## src/rtl/core/assert_macros.svh

```systemverilog
// assertion macros shared by the rtl modules
`ifndef ASSERT_MACROS_SVH
`define ASSERT_MACROS_SVH

`ifndef SYNTHESIS

// same-cycle implication, sampled on clk, off during rst
`define ASSERT_SAME(lbl, ante, cons, msg) \
  lbl: assert property (@(posedge clk) disable iff (rst) (ante) |-> (cons)) else $error(msg);

// next-cycle implication, sampled on clk, off during rst
`define ASSERT_NEXT(lbl, ante, cons, msg) \
  lbl: assert property (@(posedge clk) disable iff (rst) (ante) |=> (cons)) else $error(msg);

`else

`define ASSERT_SAME(lbl, ante, cons, msg)
`define ASSERT_NEXT(lbl, ante, cons, msg)

`endif

`endif

```

## src/rtl/core/knos_pkg.sv

```systemverilog
// shared types and constants for the k nearest point selector
`timescale 1ns / 1ps

package knos_pkg;

  localparam int MAX_K_DEFAULT = 16;
  localparam int COORD_W       = 16;
  localparam int DIST_W        = 32;
  localparam int KCFG_W        = 5;

  typedef enum logic [2:0] {
    ST_IDLE,
    ST_SQUARE,
    ST_SUM,
    ST_INSERT,
    ST_EMIT
  } state_t;

  // controller to datapath
  typedef struct packed {
    logic capture;
    logic square;
    logic sum;
    logic insert;
    logic emit_shift;
  } cmd_t;

  // datapath to controller
  typedef struct packed {
    logic last;
    logic final_entry;
  } sts_t;

endpackage

```

## src/rtl/core/knos_ctrl.sv

```systemverilog
// sequencing state machine for the k nearest point selector
`timescale 1ns / 1ps
`include "assert_macros.svh"

module knos_ctrl (
  input  logic            clk,
  input  logic            rst,
  input  logic            in_valid,
  output logic            in_ready,
  output logic            out_valid,
  input  logic            out_ready,
  input  knos_pkg::sts_t  sts,
  output knos_pkg::cmd_t  cmd
);

  knos_pkg::state_t state;
  knos_pkg::state_t state_next;

  always_ff @(posedge clk) begin
    if (rst) begin
      state <= knos_pkg::ST_IDLE;
    end else begin
      state <= state_next;
    end
  end

  always_comb begin
    state_next = state;
    case (state)
      knos_pkg::ST_IDLE: begin
        if (in_valid) state_next = knos_pkg::ST_SQUARE;
      end
      knos_pkg::ST_SQUARE: state_next = knos_pkg::ST_SUM;
      knos_pkg::ST_SUM:    state_next = knos_pkg::ST_INSERT;
      knos_pkg::ST_INSERT: begin
        state_next = sts.last ? knos_pkg::ST_EMIT : knos_pkg::ST_IDLE;
      end
      knos_pkg::ST_EMIT: begin
        if (out_ready && sts.final_entry) state_next = knos_pkg::ST_IDLE;
      end
      default: state_next = knos_pkg::ST_IDLE;
    endcase
  end

  always_comb begin
    cmd            = '0;
    in_ready       = 1'b0;
    out_valid      = 1'b0;
    case (state)
      knos_pkg::ST_IDLE: begin
        in_ready    = 1'b1;
        cmd.capture = in_valid;
      end
      knos_pkg::ST_SQUARE: cmd.square = 1'b1;
      knos_pkg::ST_SUM:    cmd.sum    = 1'b1;
      knos_pkg::ST_INSERT: cmd.insert = 1'b1;
      knos_pkg::ST_EMIT: begin
        out_valid      = 1'b1;
        cmd.emit_shift = out_ready;
      end
      default: begin
        in_ready = 1'b0;
      end
    endcase
  end

  `ASSERT_NEXT(a_accept_starts, in_valid && in_ready, state == knos_pkg::ST_SQUARE, "accepted point did not start squaring")
  `ASSERT_NEXT(a_mid_run_idle, (state == knos_pkg::ST_INSERT) && !sts.last, state == knos_pkg::ST_IDLE, "non-final point did not return to idle")
  `ASSERT_NEXT(a_final_out_idle, out_valid && out_ready && sts.final_entry, state == knos_pkg::ST_IDLE, "final result did not end emission")

endmodule

```

## src/rtl/core/knos_datapath.sv

```systemverilog
// distance pipeline and compare-and-shift list of kept points
`timescale 1ns / 1ps
`include "assert_macros.svh"

module knos_datapath #(
  parameter int MAX_K = knos_pkg::MAX_K_DEFAULT
) (
  input  logic                                clk,
  input  logic                                rst,
  input  logic                                cfg_wen,
  input  logic [knos_pkg::KCFG_W-1:0]         k_count,
  input  logic signed [knos_pkg::COORD_W-1:0] point_x,
  input  logic signed [knos_pkg::COORD_W-1:0] point_y,
  input  logic                                last_point,
  input  knos_pkg::cmd_t                      cmd,
  output knos_pkg::sts_t                      sts,
  output logic signed [knos_pkg::COORD_W-1:0] near_x,
  output logic signed [knos_pkg::COORD_W-1:0] near_y,
  output logic [knos_pkg::DIST_W-1:0]         dist_sq,
  output logic                                last_result
);

  localparam int CW = $clog2(MAX_K + 1);
  localparam int IW = (MAX_K > 1) ? $clog2(MAX_K) : 1;

  logic [knos_pkg::KCFG_W-1:0]         k_reg;
  logic signed [knos_pkg::COORD_W-1:0] px;
  logic signed [knos_pkg::COORD_W-1:0] py;
  logic                                plast;
  logic [knos_pkg::COORD_W-1:0]        ax;
  logic [knos_pkg::COORD_W-1:0]        ay;
  logic [knos_pkg::DIST_W-1:0]         sq_x;
  logic [knos_pkg::DIST_W-1:0]         sq_y;
  logic [knos_pkg::DIST_W-1:0]         new_dist;

  logic signed [knos_pkg::COORD_W-1:0] cell_x    [MAX_K];
  logic signed [knos_pkg::COORD_W-1:0] cell_y    [MAX_K];
  logic [knos_pkg::DIST_W-1:0]         cell_dist [MAX_K];
  logic [CW-1:0]                       kept_count;
  logic [CW-1:0]                       kept_count_next;

  logic [CW-1:0]    lim;
  logic [CW-1:0]    cnt_trunc;
  logic [IW-1:0]    lim_idx;
  logic [MAX_K-1:0] le;
  logic             ins_ok;

  always_ff @(posedge clk) begin
    if (rst) begin
      k_reg <= knos_pkg::KCFG_W'(1);
    end else if (cfg_wen) begin
      k_reg <= k_count;
    end
  end

  // effective k: zero acts as one, large values saturate
  always_comb begin
    if (k_reg == '0) begin
      lim = CW'(1);
    end else if (int'(k_reg) > MAX_K) begin
      lim = CW'(MAX_K);
    end else begin
      lim = CW'(k_reg);
    end
    cnt_trunc = (kept_count > lim) ? lim : kept_count;
    lim_idx   = IW'(lim - CW'(1));
  end

  assign ax = px[knos_pkg::COORD_W-1] ? knos_pkg::COORD_W'(-px) : knos_pkg::COORD_W'(px);
  assign ay = py[knos_pkg::COORD_W-1] ? knos_pkg::COORD_W'(-py) : knos_pkg::COORD_W'(py);

  always_ff @(posedge clk) begin
    if (cmd.capture) begin
      px    <= point_x;
      py    <= point_y;
      plast <= last_point;
    end
    if (cmd.square) begin
      sq_x <= knos_pkg::DIST_W'(ax) * knos_pkg::DIST_W'(ax);
      sq_y <= knos_pkg::DIST_W'(ay) * knos_pkg::DIST_W'(ay);
    end
    if (cmd.sum) begin
      new_dist <= sq_x + sq_y;
    end
  end

  // dropped only when the list is full and no kept entry is farther
  assign ins_ok = !((cnt_trunc == lim) && le[lim_idx]);

  always_comb begin
    kept_count_next = kept_count;
    if (cmd.insert) begin
      if (ins_ok) begin
        kept_count_next = (cnt_trunc < lim) ? cnt_trunc + CW'(1) : lim;
      end else begin
        kept_count_next = cnt_trunc;
      end
    end else if (cmd.emit_shift) begin
      kept_count_next = kept_count - CW'(1);
    end
  end

  always_ff @(posedge clk) begin
    if (rst) begin
      kept_count <= '0;
    end else begin
      kept_count <= kept_count_next;
    end
  end

  for (genvar g = 0; g < MAX_K; g++) begin : g_cell
    logic prev_le;

    // sorted list, so le is a prefix of ones
    assign le[g] = (CW'(g) < cnt_trunc) && (cell_dist[g] <= new_dist);

    if (g == 0) begin : g_head
      assign prev_le = 1'b1;
    end else begin : g_body
      assign prev_le = le[g-1];
    end

    always_ff @(posedge clk) begin
      if (cmd.insert && ins_ok && !le[g]) begin
        if (prev_le) begin
          cell_x[g]    <= px;
          cell_y[g]    <= py;
          cell_dist[g] <= new_dist;
        end else begin
          cell_x[g]    <= cell_x[(g > 0) ? g - 1 : 0];
          cell_y[g]    <= cell_y[(g > 0) ? g - 1 : 0];
          cell_dist[g] <= cell_dist[(g > 0) ? g - 1 : 0];
        end
      end else if (cmd.emit_shift && (g < MAX_K - 1)) begin
        cell_x[g]    <= cell_x[(g < MAX_K - 1) ? g + 1 : g];
        cell_y[g]    <= cell_y[(g < MAX_K - 1) ? g + 1 : g];
        cell_dist[g] <= cell_dist[(g < MAX_K - 1) ? g + 1 : g];
      end
    end
  end

  assign sts.last        = plast;
  assign sts.final_entry = (kept_count == CW'(1));

  assign near_x      = cell_x[0];
  assign near_y      = cell_y[0];
  assign dist_sq     = cell_dist[0];
  assign last_result = (kept_count == CW'(1));

  `ASSERT_SAME(a_count_bound, 1'b1, kept_count <= CW'(MAX_K), "kept count above list depth")
  `ASSERT_SAME(a_emit_nonempty, cmd.emit_shift, kept_count != '0, "emission from an empty list")
  `ASSERT_NEXT(a_insert_fills, cmd.insert && ins_ok, (kept_count != '0) && (kept_count <= lim), "insert left count out of range")

endmodule

```

## src/rtl/core/k_nearest_to_origin_select_top.sv

```systemverilog
// top level of the k nearest to origin point selector
`timescale 1ns / 1ps

// Streams 2-D points and keeps the k_count points with the smallest squared
// distance x*x+y*y in ascending order, ties in arrival order; the point
// flagged last_point closes the run and the kept points come out nearest
// first, last_result on the final one (fewer than k if fewer arrived). Each
// point goes through capture, square (two 16x16 multipliers), sum, and one
// parallel compare-and-shift insert across the MAX_K list cells. Results
// leave at one per accepted cycle from the head cell; no point is taken while
// results are pending. k_count 0 acts as 1, values above MAX_K saturate, and
// a lower k cuts the list at the next insert. No clearing pass after reset.
module k_nearest_to_origin_select_top #(
  parameter int MAX_K = knos_pkg::MAX_K_DEFAULT
) (
  input  logic                                clk,
  input  logic                                rst,
  input  logic                                cfg_wen,
  input  logic [knos_pkg::KCFG_W-1:0]         k_count,
  input  logic                                in_valid,
  output logic                                in_ready,
  input  logic signed [knos_pkg::COORD_W-1:0] point_x,
  input  logic signed [knos_pkg::COORD_W-1:0] point_y,
  input  logic                                last_point,
  output logic                                out_valid,
  input  logic                                out_ready,
  output logic signed [knos_pkg::COORD_W-1:0] near_x,
  output logic signed [knos_pkg::COORD_W-1:0] near_y,
  output logic [knos_pkg::DIST_W-1:0]         dist_sq,
  output logic                                last_result
);

  knos_pkg::cmd_t cmd;
  knos_pkg::sts_t sts;

  knos_ctrl u_ctrl (
    .clk       (clk),
    .rst       (rst),
    .in_valid  (in_valid),
    .in_ready  (in_ready),
    .out_valid (out_valid),
    .out_ready (out_ready),
    .sts       (sts),
    .cmd       (cmd)
  );

  knos_datapath #(
    .MAX_K (MAX_K)
  ) u_datapath (
    .clk         (clk),
    .rst         (rst),
    .cfg_wen     (cfg_wen),
    .k_count     (k_count),
    .point_x     (point_x),
    .point_y     (point_y),
    .last_point  (last_point),
    .cmd         (cmd),
    .sts         (sts),
    .near_x      (near_x),
    .near_y      (near_y),
    .dist_sq     (dist_sq),
    .last_result (last_result)
  );

endmodule
```

## config.mk

```make
export PLATFORM = sky130hd
export DESIGN_NAME = k_nearest_to_origin_select_top
export DESIGN_NICKNAME = d
export VERILOG_FILES = /design/src/rtl/core/knos_pkg.sv /design/src/rtl/core/knos_ctrl.sv /design/src/rtl/core/knos_datapath.sv /design/src/rtl/core/k_nearest_to_origin_select_top.sv
export VERILOG_INCLUDE_DIRS = /design/src /design/src/rtl/core
export SDC_FILE = /design/constraint.sdc
export NUM_CORES = 2
export LEC_CHECK = 0
export ABC_AREA = 1
export BUFFER_PORTS_ARGS = -buffer_cell sky130_fd_sc_hd__buf_2
export CELL_PAD_IN_SITES_DETAIL_PLACEMENT = 0
export CELL_PAD_IN_SITES_GLOBAL_PLACEMENT = 1
export CORE_MARGIN = 3
export CORE_UTILIZATION = 50
export DETAILED_ROUTE_END_ITERATION = 12
export PLACE_DENSITY = 0.88
export SLEW_MARGIN = 20
export SYNTH_ARGS = -nofsm -noshare
export SYNTH_HDL_FRONTEND = slang
export SYNTH_SLANG_ARGS = --single-unit
export TNS_END_PERCENT = 20
```

## constraint.sdc

```tcl
create_clock -name clk -period 10.3 [get_ports clk]
set_input_delay 1.03 -clock clk [delete_from_list [all_inputs] [get_ports clk]]
set_output_delay 1.03 -clock clk [all_outputs]
set_load 0.05 [all_outputs]
```

==> flow_metrics.py <==
metrics = {
    "outcome": {
        "outcome": "finished clean",
    },
    "setup_path": {
        "critPathBufInv": 12,
        "cpPeakStageDelay_ns": 0.68,
        "slowest_stage": "edfxtp_1",
        "cp_num_cells": 38,
        "end_kind": "flip-flop",
        "crit_top_cell": "inv_1",
        "criticalPathCategory": "flip-flop to flip-flop",
        "cp-start-kind": "flip-flop",
        "crit_family": "adder cells",
        "crit_arrival_ns": 9.71,
        "required_ns": 10.83,
        "ff2ff_path_depth": 38,
        "cp_max_fo": 17,
    },
    "yosys": {
        "synth_area_um2": 84200,
        "ys_ff_latch": 1164,
        "synth_area_leaders": "edfxtp_1 41%, nand2_1 13%, ha_1 11%, nand3_1 10%, fa_1 7.8%",
        "synthArstFlopShare": 0,
        "synth_edf_count": 1151,
        "yosys-top-cells-count": "2946 x nand2_1, 1765 x nand3_1, 1151 x edfxtp_1, 750 x ha_1, 735 x inv_1",
        "synth-main-ff-cell": "edfxtp_1",
        "netlist.area_leader.share": 0.410,
        "ys_seq_area_frac": 0.413,
        "synth_cells": 9631,
        "synthesis.area_per_instance_um2": 8.75,
        "synth_cell_types": 58,
        "yosys.area.top_type": "edfxtp_1",
        "yosys_warnings": 0,
        "yosysMostFrequentCell": "nand2_1",
    },
    "power": {
        "p_clk_frac": 0.163,
        "p_leak_uw": 0.0384,
        "vdd_ir_drop_max_v": 0.00114,
        "power_density_nw_per_um2": 319,
        "p_sw_frac": 0.460,
        "p_int_uw": 15500,
        "pwr-share-seq": 0.241,
        "pwr-share-comb": 0.596,
        "power_switching_uw": 13200,
    },
    "run": {
        "cap_violations": 0,
    },
    "route": {
        "vias": 70276,
        "dr.pass1.iters": 7,
        "first_iter_violations": 8643,
        "wire_per_inst_um": 22.4,
        "route.antenna.remaining_nets": 0,
        "routed_via_density": 5.97,
        "drc": 0,
        "routed_wl_mm": 263,
    },
    "grt": {
        "grt_overflow": 0,
        "grt_first_pass_wirelength_mm": 403,
        "grt_max_degree": 227,
        "antenna_found_initial": 18,
        "grt.total_usage": 0.299,
        "grt_pass1_vias": 68618,
    },
    "timing": {
        "tightest_slew_ns": 1.18,
        "relSlewSlack": 0.215,
        "fmax_ghz": 0.109,
        "slew_violations": 0,
        "hold_viol": 0,
        "rsz0062_at_grt": "no",
        "setup-tns-final_ns": 0,
        "setup_violations": 0,
        "finalCritPeriodShare": 0.891,
        "skew_ns": 0.0458,
        "min_period_ns": 9.18,
    },
    "cts": {
        "cts_made_buffers": 135,
        "cts-resized-gates": 0,
        "ctsHoldBuffers": 0,
        "clkSinkCount": 1164,
        "cts_setup_buffers": 0,
        "clkLatencyLatePin_ns": 0.81,
        "clockRootBuffer": "clkbuf_16",
        "clk_pin_slew_ns": 0.06,
        "cts.path.max_buffers": 3,
        "cts_tree": "built",
        "cts_max_level": 4,
    },
    "place": {
        "port_buffers": 109,
        "gp_congestion": 0.936,
        "hpwl_mm": 180,
        "placed_cell_area_um2": 85800,
    },
    "finish": {
        "drive_above_1_share": 0.0529,
        "area_growth_syn_to_layout_pct": 6.87,
        "regArea_um2": 34800,
        "largest_registers": "u_datapath.cell_dist (512), u_datapath.cell_x (256), u_datapath.cell_y (256)",
        "multi_input_area_um2": 43800,
        "largest_register": "u_datapath.cell_dist",
        "fin_nets": 10576,
        "design_area_um2": 90000,
        "fillers": 15109,
        "largest_reg_flops": 512,
    },
    "floorplan": {
        "std_cell_rows": 150,
        "die_w_um": 416,
        "core_um2": 167000,
        "die_area_um2": 173000,
        "start_util": 0.504,
        "io_pins": 110,
        "die_y_um": 416,
    },
    "hold_path": {
        "hold_depth": 1,
        "holdCritPathClass": "input pin to flip-flop",
    },
}
cell families after synthesis:
logic type / after synthesis / share of synthesized area
simple gates: 5203 / 0.268
buf+inv: 1323 / 0.0699
flops: 1164 / 0.413
fa+ha+maj: 1079 / 0.190
compound gates: 751 / 0.0478
xor+xnor: 109 / 0.0113
other cells: 2 / 0.0000892
per-layer routing:
metal  part of all wire  vias up  track usage
met4              0.046        6        0.127
met3               0.10      635       0.0614
li1                   -    32225            -
met1               0.39    33710        0.395
met5            0.00016        -            0
met2               0.46     3700        0.478
layout make-up:
class                      instances  share of cell area
inverter                         749              0.0313
timing repair buffer             240              0.0182
antenna                            5            0.000139
clock inverter                    70             0.00648
sequential                      1164               0.387
multi-input combinational       7164               0.487
tap                             2204              0.0306
clock buffer                     172              0.0397
per-stage QoR:
| stage | worst slack (ns) | power (uW) | hold WS, ns | utilization | std cells |
|---|---|---|---|---|---|
| after floorplan | 2.44 | 19400 | 0.424 | - | 9651 |
| after global placement | 1.35 | 23700 | 0.470 | 0.513 | 11519 |
| after detailed placement | 1.28 | 24000 | 0.483 | 0.513 | 11519 |
| after CTS | 1.23 | 28800 | 0.368 | 0.538 | 11761 |
| after global routing | 0.496 | 31400 | 0.382 | 0.538 | 11763 |
| final | 1.12 | 28700 | 0.415 | 0.538 | 11768 |
power groups by stage:
stage | Sequential (uW) | Combinational [uW] | Clock (uW)
after floorplan | 6900 | 12500 | 0
after global placement | 7000 | 16700 | 0
after detailed placement | 7000 | 17000 | 0
after CTS | 6910 | 17200 | 4720
after global routing | 6940 | 19600 | 4910
final | 6920 | 17100 | 4690
path summary, 6_finish.rpt:
path | start | endpoint | slack [ns]
max | u_datapath.py[1] | u_datapath.sq_y[29] | 1.12
max reg2reg | u_datapath.py[1] | u_datapath.sq_y[29] | 1.12
min | point_x[15] | u_datapath.px[15] | 0.41
min reg2reg | u_datapath.k_reg[1] | u_datapath.k_reg[1] | 0.49
cells in the final DEF, fill, tap and decap left out, types with 21 or more instances in the layout:
cell type	instances
a21oi_1	371
inv_1	735
nand3_1	1765
o21a_1	37
nor4_1	22
ha_1	750
buf_2	109
xor2_1	73
o21ai_0	265
clkbuf_16	137
clkbuf_1	34
fa_1	329
nor2_1	302
buf_4	122
clkinv_1	39
nor3_1	21
edfxtp_1	1151
nand2_1	2936
xnor2_1	36
nand4_1	68
conb_1	22
Note: power is estimated with default switching activity, not from simulation.
